$ cat config.mk
export PLATFORM = sky130hd
export DESIGN_NAME = led_strip_layer_compositor
export DESIGN_NICKNAME = d
export VERILOG_FILES = /design/src/design/lsc_pkg.sv /design/src/design/lsc_blend.sv /design/src/design/lsc_slope_div.sv /design/src/design/led_strip_layer_compositor.sv
export SDC_FILE = /design/constraint.sdc
export NUM_CORES = 2
export LEC_CHECK = 0
export BUFFER_PORTS_ARGS = -buffer_cell sky130_fd_sc_hd__buf_2
export CAP_MARGIN = 25
export CORE_MARGIN = 5
export CORE_UTILIZATION = 45
export DETAILED_ROUTE_END_ITERATION = 10
export PLACE_DENSITY_LB_ADDON = 0.15
export SETUP_SLACK_MARGIN = 0.4
export SLEW_MARGIN = 0
export SYNTH_ARGS = -nofsm -noshare
export SYNTH_HDL_FRONTEND = slang
export SYNTH_HIERARCHICAL = 1
export SYNTH_SLANG_ARGS = --single-unit
$ cat constraint.sdc
create_clock -name clk -period 9.1 [get_ports clk]
set_input_delay 0.455 -clock clk [delete_from_list [all_inputs] [get_ports clk]]
set_output_delay 0.455 -clock clk [all_outputs]
set_load 0.01 [all_outputs]
$ cat src/design/lsc_pkg.sv
// ----------------------------------------------------------------------------
// lsc_pkg: shared types and constants of the LED strip layer compositor
// Transaction payloads, command codes, pixel type and position clamp.
// ----------------------------------------------------------------------------
package lsc_pkg;

	localparam int PIXELS         = 8;
	localparam int POSITION_LIMIT = 20;
	localparam int IDX_W          = (PIXELS > 1) ? $clog2(PIXELS) : 1;

	// command codes
	localparam logic [2:0] OP_CLEAR     = 3'd0;
	localparam logic [2:0] OP_BLEND_ALL = 3'd1;
	localparam logic [2:0] OP_BLEND_PIX = 3'd2;
	localparam logic [2:0] OP_MAX       = 3'd3;
	localparam logic [2:0] OP_GRADIENT  = 3'd4;
	localparam logic [2:0] OP_BRUSH     = 3'd5;
	localparam logic [2:0] OP_ROTATE    = 3'd6;
	localparam logic [2:0] OP_EMIT      = 3'd7;

	typedef struct packed {
		logic [2:0]        op;
		logic signed [7:0] pos_a;
		logic signed [7:0] pos_b;
		logic [7:0]        red_a;
		logic [7:0]        green_a;
		logic [7:0]        blue_a;
		logic [7:0]        alpha_a;
		logic [7:0]        red_b;
		logic [7:0]        green_b;
		logic [7:0]        blue_b;
		logic [7:0]        alpha_b;
	} in_item_t;

	typedef struct packed {
		logic [2:0] pixel_index;
		logic [7:0] red_out;
		logic [7:0] green_out;
		logic [7:0] blue_out;
		logic       last_pixel;
	} out_item_t;

	typedef struct packed {
		logic [7:0] r;
		logic [7:0] g;
		logic [7:0] b;
	} rgb_t;

	// clamp a widened position to +-POSITION_LIMIT
	function automatic logic signed [7:0] clamp_pos(input logic signed [9:0] p);
		logic signed [9:0] lim;
		lim = 10'(POSITION_LIMIT);
		if (p > lim)
			return 8'(lim);
		else if (p < -lim)
			return 8'(-lim);
		else
			return p[7:0];
	endfunction

endpackage

$ cat src/design/lsc_blend.sv
// ----------------------------------------------------------------------------
// lsc_blend: eight-bit alpha over blend of one pixel
// new = (c*a >> 8) + (old*(255-a) >> 8) on each channel.
// ----------------------------------------------------------------------------
module lsc_blend (
	input  lsc_pkg::rgb_t color,
	input  logic [7:0]    alpha,
	input  lsc_pkg::rgb_t old,
	output lsc_pkg::rgb_t result
);
	import lsc_pkg::*;

	logic [7:0] inv_a;

	function automatic logic [7:0] over(input logic [7:0] c, input logic [7:0] a,
			input logic [7:0] ia, input logic [7:0] o);
		logic [15:0] p1;
		logic [15:0] p2;
		logic [8:0]  s;
		p1 = c * a;
		p2 = o * ia;
		s  = {1'b0, p1[15:8]} + {1'b0, p2[15:8]};
		return s[7:0];
	endfunction

	// per-channel blend, sum never exceeds 254
	always_comb begin
		inv_a    = 8'hFF - alpha;
		result.r = over(color.r, alpha, inv_a, old.r);
		result.g = over(color.g, alpha, inv_a, old.g);
		result.b = over(color.b, alpha, inv_a, old.b);
	end

endmodule

$ cat src/design/lsc_slope_div.sv
// ----------------------------------------------------------------------------
// lsc_slope_div: iterative signed divider for gradient slopes
// Restoring division, one quotient bit a cycle, truncates toward zero.
// ----------------------------------------------------------------------------
module lsc_slope_div (
	input  logic              clk,
	input  logic              arst_n,
	input  logic              start,
	input  logic signed [8:0] num,
	input  logic [7:0]        den,
	output logic              done,
	output logic signed [8:0] slope
);
	import lsc_pkg::*;

	logic [3:0] cnt_q;
	logic [7:0] rem_q;
	logic [7:0] quo_q;
	logic       neg_q;
	logic       done_q;
	logic [8:0] trial;
	logic       ge;
	logic [8:0] diff;
	logic [8:0] mag;

	// trial subtract of the shifted remainder
	always_comb begin
		trial = {rem_q, quo_q[7]};
		ge    = trial >= {1'b0, den};
		diff  = trial - {1'b0, den};
		mag   = num[8] ? 9'(-num) : 9'(num);
	end

	// iteration control and datapath
	always_ff @(posedge clk or negedge arst_n) begin
		if (!arst_n) begin
			cnt_q  <= '0;
			done_q <= 1'b0;
		end else begin
			done_q <= 1'b0;
			if (start) begin
				cnt_q <= 4'd8;
				rem_q <= '0;
				quo_q <= mag[7:0];
				neg_q <= num[8];
			end else if (cnt_q != '0) begin
				quo_q <= {quo_q[6:0], ge};
				rem_q <= ge ? diff[7:0] : trial[7:0];
				cnt_q <= cnt_q - 4'd1;
				if (cnt_q == 4'd1)
					done_q <= 1'b1;
			end
		end
	end

	assign done  = done_q;
	assign slope = neg_q ? -$signed({1'b0, quo_q}) : $signed({1'b0, quo_q});

endmodule

$ cat src/design/led_strip_layer_compositor.sv
// ----------------------------------------------------------------------------
// led_strip_layer_compositor: layered RGB compositor for a short LED strip
// Sequencer over a pixel store, one shared blend unit and a slope divider.
// ----------------------------------------------------------------------------
// Per command: clear, blend all and max pass over every pixel; blend pixel
//   writes one pixel, none when the index is off the strip.
// Gradient: a setup step, then 4 slope divisions (none when the clamped ends
//   meet), then a step over each position in the clamped span (at most
//   2*POSITION_LIMIT+1); brush runs two of these.
// Rotate: offset reduction into the strip, then a scaling and a move pass.
// Emit: one pixel a cycle through the output register while out_stall is low,
//   then a closing step once the last pixel is taken.
// No new transaction is taken until the command ends; reset clears the store.
module led_strip_layer_compositor (
	input  logic               clk,
	input  logic               arst_n,
	input  logic               in_valid,
	output logic               in_stall,
	input  lsc_pkg::in_item_t  in_item,
	output logic               out_valid,
	input  logic               out_stall,
	output lsc_pkg::out_item_t out_item
);
	import lsc_pkg::*;

	typedef enum logic [3:0] {
		ST_IDLE, ST_CLEAR, ST_PASS, ST_ONE, ST_GR_SETUP, ST_GR_DIVS, ST_GR_DIVW,
		ST_GR_RUN, ST_ROT_MOD, ST_ROT_SCALE, ST_ROT_MOVE, ST_EMIT
	} state_t;

	localparam logic [IDX_W-1:0] LAST_IDX = IDX_W'(PIXELS - 1);

	state_t            state_q;
	in_item_t          item_q;
	logic [IDX_W-1:0]  j_q;
	logic              phase_q;
	logic signed [7:0] gi_q;
	logic signed [7:0] gp2_q;
	logic signed [10:0] col_q [4];
	logic [7:0]        gc2_q [4];
	logic signed [8:0] slope_q [4];
	logic [1:0]        k_q;
	logic signed [8:0] rot_q;
	logic [IDX_W-1:0]  src_q;
	logic [2:0]        pix_q;
	logic              out_valid_q;
	out_item_t         out_q;

	rgb_t              store_q [PIXELS];
	rgb_t              tmp_q [PIXELS];

	// store read and write port
	logic [IDX_W-1:0]  rd_idx;
	rgb_t              rd_pix;
	logic              wr_en;
	logic [IDX_W-1:0]  wr_idx;
	rgb_t              wr_pix;

	// blend unit inputs
	rgb_t              bl_color;
	logic [7:0]        bl_alpha;
	rgb_t              bl_result;
	rgb_t              max_pix;

	// gradient setup
	logic signed [9:0] rp1;
	logic signed [9:0] rp2;
	logic signed [7:0] cp1;
	logic signed [7:0] cp2;
	logic              swap;
	logic [7:0]        ca [4];
	logic [7:0]        cb [4];
	logic              on_strip;
	logic              pix_ok;

	// divider
	logic              div_start;
	logic signed [8:0] div_num;
	logic [7:0]        div_den;
	logic              div_done;
	logic signed [8:0] div_slope;

	assign rd_pix = store_q[rd_idx];
	assign on_strip = (gi_q >= 8'sd0) && (gi_q < $signed(8'(PIXELS)));
	assign pix_ok = (in_item.pos_a >= 8'sd0) && (in_item.pos_a < $signed(8'(PIXELS)));

	// read address and blend operand selection
	always_comb begin
		rd_idx   = j_q;
		bl_color = '{r: item_q.red_a, g: item_q.green_a, b: item_q.blue_a};
		bl_alpha = item_q.alpha_a;
		unique case (state_q)
			ST_ONE:    rd_idx = item_q.pos_a[IDX_W-1:0];
			ST_GR_RUN: begin
				rd_idx   = gi_q[IDX_W-1:0];
				bl_color = '{r: col_q[0][7:0], g: col_q[1][7:0], b: col_q[2][7:0]};
				bl_alpha = col_q[3][7:0];
			end
			ST_ROT_SCALE: begin
				bl_color = rd_pix;
				bl_alpha = 8'hFF;
			end
			default: ;
		endcase
		max_pix.r = (item_q.red_a   > rd_pix.r) ? item_q.red_a   : rd_pix.r;
		max_pix.g = (item_q.green_a > rd_pix.g) ? item_q.green_a : rd_pix.g;
		max_pix.b = (item_q.blue_a  > rd_pix.b) ? item_q.blue_a  : rd_pix.b;
	end

	lsc_blend u_blend (
		.color  (bl_color),
		.alpha  (bl_alpha),
		.old    (rd_pix),
		.result (bl_result)
	);

	// store write selection
	always_comb begin
		wr_en  = 1'b0;
		wr_idx = j_q;
		wr_pix = bl_result;
		unique case (state_q)
			ST_CLEAR: begin
				wr_en  = 1'b1;
				wr_pix = '0;
			end
			ST_PASS: begin
				wr_en = 1'b1;
				if (item_q.op == OP_MAX)
					wr_pix = max_pix;
			end
			ST_ONE: begin
				wr_en  = 1'b1;
				wr_idx = item_q.pos_a[IDX_W-1:0];
			end
			ST_GR_RUN: begin
				wr_en  = on_strip;
				wr_idx = gi_q[IDX_W-1:0];
			end
			ST_ROT_MOVE: begin
				wr_en  = 1'b1;
				wr_pix = tmp_q[src_q];
			end
			default: ;
		endcase
	end

	// gradient end points: clamp, then order
	always_comb begin
		ca[0] = item_q.red_a;
		ca[1] = item_q.green_a;
		ca[2] = item_q.blue_a;
		ca[3] = item_q.alpha_a;
		rp1   = 10'(item_q.pos_a);
		if (item_q.op == OP_BRUSH) begin
			cb[0] = item_q.red_a;
			cb[1] = item_q.green_a;
			cb[2] = item_q.blue_a;
			cb[3] = {1'b0, item_q.alpha_a[7:1]};
			rp2   = phase_q ? 10'(item_q.pos_a) - 10'(item_q.pos_b)
			                : 10'(item_q.pos_a) + 10'(item_q.pos_b);
		end else begin
			cb[0] = item_q.red_b;
			cb[1] = item_q.green_b;
			cb[2] = item_q.blue_b;
			cb[3] = item_q.alpha_b;
			rp2   = 10'(item_q.pos_b);
		end
		cp1  = clamp_pos(rp1);
		cp2  = clamp_pos(rp2);
		swap = cp1 > cp2;
	end

	// slope division of one component at a time
	assign div_start = (state_q == ST_GR_DIVS);
	assign div_num   = $signed({1'b0, gc2_q[k_q]}) - $signed({1'b0, col_q[k_q][7:0]});
	assign div_den   = 8'(gp2_q - gi_q);

	lsc_slope_div u_div (
		.clk    (clk),
		.arst_n (arst_n),
		.start  (div_start),
		.num    (div_num),
		.den    (div_den),
		.done   (div_done),
		.slope  (div_slope)
	);

	// pixel store, cleared by reset
	always_ff @(posedge clk or negedge arst_n) begin
		if (!arst_n) begin
			for (int i = 0; i < PIXELS; i++)
				store_q[i] <= '0;
		end else if (wr_en) begin
			store_q[wr_idx] <= wr_pix;
		end
	end

	// rotate staging buffer
	always_ff @(posedge clk) begin
		if (state_q == ST_ROT_SCALE)
			tmp_q[j_q] <= bl_result;
	end

	// command sequencer
	always_ff @(posedge clk or negedge arst_n) begin
		if (!arst_n) begin
			state_q     <= ST_IDLE;
			out_valid_q <= 1'b0;
			j_q         <= '0;
			phase_q     <= 1'b0;
			k_q         <= '0;
		end else begin
			unique case (state_q)
				ST_IDLE: begin
					j_q     <= '0;
					phase_q <= 1'b0;
					if (in_valid) begin
						item_q <= in_item;
						case (in_item.op)
							OP_CLEAR:                state_q <= ST_CLEAR;
							OP_BLEND_ALL, OP_MAX:    state_q <= ST_PASS;
							OP_BLEND_PIX:            if (pix_ok) state_q <= ST_ONE;
							OP_GRADIENT, OP_BRUSH:   state_q <= ST_GR_SETUP;
							OP_ROTATE: begin
								rot_q   <= 9'(in_item.pos_a);
								state_q <= ST_ROT_MOD;
							end
							default: begin
								pix_q   <= '0;
								state_q <= ST_EMIT;
							end
						endcase
					end
				end
				ST_CLEAR, ST_PASS, ST_ROT_SCALE: begin
					j_q <= j_q + 1'b1;
					if (j_q == LAST_IDX) begin
						j_q     <= '0;
						state_q <= (state_q == ST_ROT_SCALE) ? ST_ROT_MOVE : ST_IDLE;
					end
				end
				ST_ONE: state_q <= ST_IDLE;
				ST_GR_SETUP: begin
					gi_q  <= swap ? cp2 : cp1;
					gp2_q <= swap ? cp1 : cp2;
					for (int k = 0; k < 4; k++) begin
						col_q[k]   <= 11'(swap ? cb[k] : ca[k]);
						gc2_q[k]   <= swap ? ca[k] : cb[k];
						slope_q[k] <= '0;
					end
					k_q     <= '0;
					state_q <= (cp1 == cp2) ? ST_GR_RUN : ST_GR_DIVS;
				end
				ST_GR_DIVS: state_q <= ST_GR_DIVW;
				ST_GR_DIVW: begin
					if (div_done) begin
						slope_q[k_q] <= div_slope;
						k_q          <= k_q + 2'd1;
						state_q      <= (k_q == 2'd3) ? ST_GR_RUN : ST_GR_DIVS;
					end
				end
				ST_GR_RUN: begin
					for (int k = 0; k < 4; k++)
						col_q[k] <= col_q[k] + 11'(slope_q[k]);
					gi_q <= gi_q + 8'sd1;
					if (gi_q == gp2_q) begin
						if (item_q.op == OP_BRUSH && !phase_q) begin
							phase_q <= 1'b1;
							state_q <= ST_GR_SETUP;
						end else begin
							state_q <= ST_IDLE;
						end
					end
				end
				ST_ROT_MOD: begin
					if (rot_q < 9'sd0)
						rot_q <= rot_q + 9'(PIXELS);
					else if (rot_q >= $signed(9'(PIXELS)))
						rot_q <= rot_q - 9'(PIXELS);
					else begin
						src_q   <= rot_q[IDX_W-1:0];
						j_q     <= '0;
						state_q <= ST_ROT_SCALE;
					end
				end
				ST_ROT_MOVE: begin
					j_q   <= j_q + 1'b1;
					src_q <= (src_q == LAST_IDX) ? '0 : src_q + 1'b1;
					if (j_q == LAST_IDX) begin
						j_q     <= '0;
						state_q <= ST_IDLE;
					end
				end
				ST_EMIT: begin
					if (!out_valid_q || !out_stall) begin
						if (out_valid_q && out_q.last_pixel) begin
							out_valid_q <= 1'b0;
							state_q     <= ST_IDLE;
						end else begin
							out_valid_q       <= 1'b1;
							out_q.pixel_index <= pix_q;
							out_q.red_out     <= rd_pix.r;
							out_q.green_out   <= rd_pix.g;
							out_q.blue_out    <= rd_pix.b;
							out_q.last_pixel  <= (j_q == LAST_IDX);
							pix_q             <= pix_q + 3'd1;
							j_q               <= (j_q == LAST_IDX) ? '0 : j_q + 1'b1;
						end
					end
				end
				default: state_q <= ST_IDLE;
			endcase
		end
	end

	assign in_stall  = (state_q != ST_IDLE);
	assign out_valid = out_valid_q;
	assign out_item  = out_q;

`ifndef ASSERT_OFF
	a_out_only_emit: assert property (@(posedge clk) disable iff (!arst_n)
		out_valid |-> state_q == ST_EMIT)
		else $error("result shown outside emit");
	a_last_ends: assert property (@(posedge clk) disable iff (!arst_n)
		out_valid && !out_stall && out_item.last_pixel |=> !out_valid)
		else $error("result after last pixel");
	a_busy_after_accept: assert property (@(posedge clk) disable iff (!arst_n)
		in_valid && !in_stall && in_item.op != OP_BLEND_PIX |=> in_stall)
		else $error("command accepted without busy phase");
	a_div_in_wait: assert property (@(posedge clk) disable iff (!arst_n)
		div_done |-> state_q == ST_GR_DIVW)
		else $error("slope ready outside division wait");
`endif

endmodule

# Yosys cells after proc, flatten, opt, wreduce, memory -nomap -nowiden
# Memory sizes are Yosys's and may differ from the RTL's. A register that Yosys moved wholly into a read port is not among the register bits.
# Index checks and enable logic that the tools add are counted.
# classes
reduce_logical	45
n_lt_le_gt_ge	17
n_eq_ne	40
n_mux	103
add_sub_neg	23
n_bitwise	6
mul	6
# op_table
operator	n
$bwmux W192	1
$mux W8	22
$mul A8 B8 Y16	6
$mux W24	4
$bmux W24 S3	1
$demux W24 S3	1
$pmux W24 S3	1
$mux W9	6
$mux W4	13
$pmux W24 S2	1
$add A11 B9 Y11	4
$mux W11	4
$mux W3	14
$pmux W4 S9	1
$gt A8 B8 Y1	4
$mux W32	1
$pmux W8 S2	2
$add A8 B8 Y8	3
$ne A2 B2 Y1 const B	11
$mux W10	2
$pmux W4 S5	1
$eq A3 B3 Y1 const B	6
$pmux W3 S2	3
$pmux W9 S2	1
other kinds (59)	127
# word_totals
mem_bits_rw	304
n_memories	4
ff_bits	367
out_inout_bits	30
inputBits	87
# mem_list
memory	words	width	read_ports	rd_ports_with_merged_regs	write_ports	line	text
tmp_q	8	24	1	1	1	led_strip_layer_compositor.sv:50	rgb_t tmp_q [PIXELS];
col_q	4	11	5	0	4	led_strip_layer_compositor.sv:39	logic signed [10:0] col_q [4];
slope_q	4	9	4	0	4	led_strip_layer_compositor.sv:41	logic signed [8:0] slope_q [4];
gc2_q	4	8	1	0	4	led_strip_layer_compositor.sv:40	logic [7:0] gc2_q [4];

# Depth between registers and ports, before layout
# logic_depth
ltp_word	12
ltp_mapped	39

# Cells and area by module
# Netlist, hierarchy kept.
# by_module_without_submodules
mod	cells_each	instances	area_per_inst_um2
led_strip_layer_compositor	2648	1	31238.7
lsc_blend	1399	1	12346.8
lsc_slope_div	193	1	1736.7

# Worst setup path before layout
# Ideal clock, no wire load.
# synth_timing
kind	reg2reg
startpoint	reg state_q[3]
endpoint	reg store_q[15] in the netlist's numbering
t_required_ns	8.963
setup_ns	0.137
slack_ns	1.033
period_less_slack_ns	8.067
path_buffers	4
path_stages_with_launch	37
arrival_ns	7.930
cell_sequence	dfrtp_1 > buf_6 > and3b_1 > buf_6 > mux2_4 > a211o_1 > buf_4 > buf_2 > a21oi_1 > nor4_2 > o21ai_0 > nand2_1 > fa_1 > fa_1 > inv_1 > fa_1 > inv_1 > fa_1 > inv_1 > ha_1 > a21oi_1 > nor2b_1 > o21bai_2 > o21ai_1 > nor2b_1 > xnor2_1 > ha_1 > nor2b_1 > o21ai_0 > a21oi_1 > o41a_1 > xnor2_1 > xnor3_1 > a21oi_1 > o41ai_2 > a21oi_2 > a21oi_1
# synth_rtl
item	line	text
start: declaration	led_strip_layer_compositor.sv:33	state_t state_q;
start signal: assignment	led_strip_layer_compositor.sv:240	state_q <= (state_q == ST_ROT_SCALE) ? ST_ROT_MOVE : ST_IDLE;
start signal: assignment	led_strip_layer_compositor.sv:253	state_q <= (cp1 == cp2) ? ST_GR_RUN : ST_GR_DIVS;
start signal: assignment	led_strip_layer_compositor.sv:260	state_q <= (k_q == 2'd3) ? ST_GR_RUN : ST_GR_DIVS;
end signal: indexed assignment	led_strip_layer_compositor.sv:195	store_q[wr_idx] <= wr_pix;
end: declaration	led_strip_layer_compositor.sv:49	rgb_t store_q [PIXELS];

==> summary.md <==
| Metric | Value |
|---|---|
| Status | `complete, no violations` |
| Max Cap Violations | `0` |
| Worst-Margin Slew | `1090 ps` |
| Clock skew | `37.3 ps` |
| WS Path Type | `reg2reg` |
| Setup violators final | `0` |
| Antenna violations before repair | `1` |
| HP Class | `in2reg` |
| CP peak stage delay | `530 ps` |
| Vias in the first global route | `33079` |
| Total number of vias | `33018` |
| Layout cells sized above 1 | `0.175` |
| Global-route wire length before repair | `204000 um` |
| Cells after synthesis | `4239` |
| Syn Area/Cell | `10.7 um^2` |
| Fmax | `117 MHz` |
| Relative slew margins | `0.274` |
| Req. time, crit path | `9680 ps` |
| Largest net degree at the start of global routing | `91` |
| WP data arrival | `9090 ps` |
| Nets@finish | `5170` |
| Startpoint types | `flip-flop` |
| Hold Fails Final Rpt | `0` |
| Die width | `327 um` |
| Port bufs | `116` |
| Area occupied by registers | `18700 um^2` |
| Synthesized area | `45300 um^2` |
| Worst-Skew Late Latency | `660 ps` |
| RD Place Congestion | `0.876` |
| Root Driver | `clkbuf_16` |
| Final min period | `8510 ps` |
| GRT Overall Usage | `0.248` |
| CTS max path bufs | `3` |
| Initial Utilization | `0.453` |
| Cell total after placement | `5629` |
| GR Overflow Total | `0` |
| TritonCTS clock tree | `done` |
| CTS buffer count | `77` |
| DRT iter0 DRCs | `2795` |
| Die ar. | `107000 um^2` |
| Avg Vias per Cell | `5.60` |
| Synth warn | `6` |
| Final slew viol count | `0` |
| Critical Path Fanout Max | `6` |
| Layout fillers | `8876` |
| Clock transition at path regs | `60 ps` |
| Core area | `100000 um^2` |
| Site Rows | `116` |
| CTS sink cnt | `658` |
| Final ANT Viol Nets | `0` |
| Wire per inst | `22.8 um` |
| DRC Markers | `0` |
| Pre-Repair DR Iteration Count | `5` |
| Syn_nets | `4874` |
| Synth-to-Final Area Change | `16.5%` |
| Tcrit/Tclk final | `0.936` |
| CP Capture Type | `flip-flop` |
| Number of H-tree levels | `3` |
| Post-DP HPWL | `96600 um` |
| Unrepaired setup endpoints after global routing | `true` |
| Die Ht | `327 um` |
| Final Non-Filler Cells | `5895` |
| Final WL | `135000 um` |
| Worst path slowest cell | `fa_1` |
| Footprint of the multi-input gates | `25000 um^2` |
| Top Ports | `117` |
-- flip-flops by register name, summed over array words and instances (netlist names), 2 cells and up, named ones only --
register and flops:
ca 32, col_q 32, gc2_q 32, gi_q 8
gp2_q 8, item_q 51, j_q 3, k_q 2
out_item 28, pix_q 3, rot_q 9, slope_q 32
src_q 3, state_q 4, store_q 192, tmp_q 192
u_div/cnt_q 4, u_div/quo_q 8, u_div/rem_q 8
-- cell usage in the layout, fill, tap and decap left out, types with 15 or more instances in the layout --
cell type	count
buf_2	116
nand2b_1	57
xnor2_1	103
nand2_1	316
xor2_1	42
nand3_1	30
dlygate4sd3_1	65
clkinvlp_4	15
o21ai_0	94
mux2i_1	68
nor2b_1	181
nand4_1	16
a22oi_1	25
a21o_1	34
ha_1	319
and2_1	192
edfxtp_1	447
clkbuf_16	84
a21oi_1	412
o21bai_1	16
mux4_2	64
fa_1	219
o41ai_2	17
dfrtp_1	207
inv_1	385
o21a_1	16
buf_4	195
nor2_1	348
a21oi_2	46
nor3_1	21
mux2_2	44
-- worst max-delay path: cells and delay by family (launching register included) --
kind,cells,cell delay (ps)
flip-flops,1,370
multiplexers,2,470
adder cells (fa/ha/maj),6,2310
AND/OR/NAND/NOR,8,1460
buffers and inverters,11,1330
XOR/XNOR,4,610
AO/OA/AOI/OAI,10,1880
-- worst paths after layout --
check	from	depth (start not counted)	slack, ps	endpoint
min in group asynchronous	arst_n	2	380	u_div/cnt_q[2]$_DFFE_PN0N_
hold / removal	in_item[56]	1	30	ca[24]$_DFFE_PP_
hold reg to reg	pix_q[1]$_SDFFCE_PN0P_	0	460	out_item[26]$_DFFE_PP_
setup reg to reg	state_q[3]$_DFFE_PN0P_	41	590	store_q[119]$_DFFE_PN0P_
setup / recovery	state_q[3]$_DFFE_PN0P_	41	590	store_q[119]$_DFFE_PN0P_
max in group asynchronous	arst_n	4	7050	store_q[191]$_DFFE_PN0P_
-- timing repair --
| action | CTS | global route |
|---|---|---|
| gates cloned | 0 | 4 |
| hold buffers | 65 | 0 |
| buffers inserted | 3 | 52 |
| endpoints found under the setup margin | 54 | 72 |
| endpoints found under the hold margin | 135 | 0 |
| pin swaps | 2 | 47 |
| resized for setup | 12 | 144 |
-- per-stage QoR --
stage / hold slack, ps / setup slack, ps / cell area (um^2) / utilization / TNS, ps
6_report: 34.2 / 587 / 52800 / 0.528 / 0
5_1_grt: 19.4 / 190 / 52800 / 0.528 / 0
4_1_cts: 13.2 / 408 / 51700 / 0.517 / 0
3_5_place_dp: 444 / -124 / 48300 / 0.483 / -911
3_3_place_gp: 451 / -8.93 / 48200 / 0.482 / -29.8
2_1_floorplan: 159 / 1030 / 45300 / - / 0
-- layout make-up --
class | count | area share
well taps | 1298 | 0.0308
flip-flops and latches | 658 | 0.354
clock buffers | 101 | 0.0407
diodes | 1 | 0.0000474
repair buffers | 412 | 0.0635
multi-input cells | 2989 | 0.473
clock inverters | 39 | 0.00875
inverters | 397 | 0.0288
-- routing by layer --
metal	vias up	GRT usage	wire length, um
li1	15257	-	-
met1	16493	0.344	58300
met2	1072	0.405	63500
met3	196	0.0437	9070
met4	0	0.0683	3800
met5	-	0	0
Power is not shown: default switching activity piles up to over one toggle a cycle in this logic, so the estimate is an artifact.
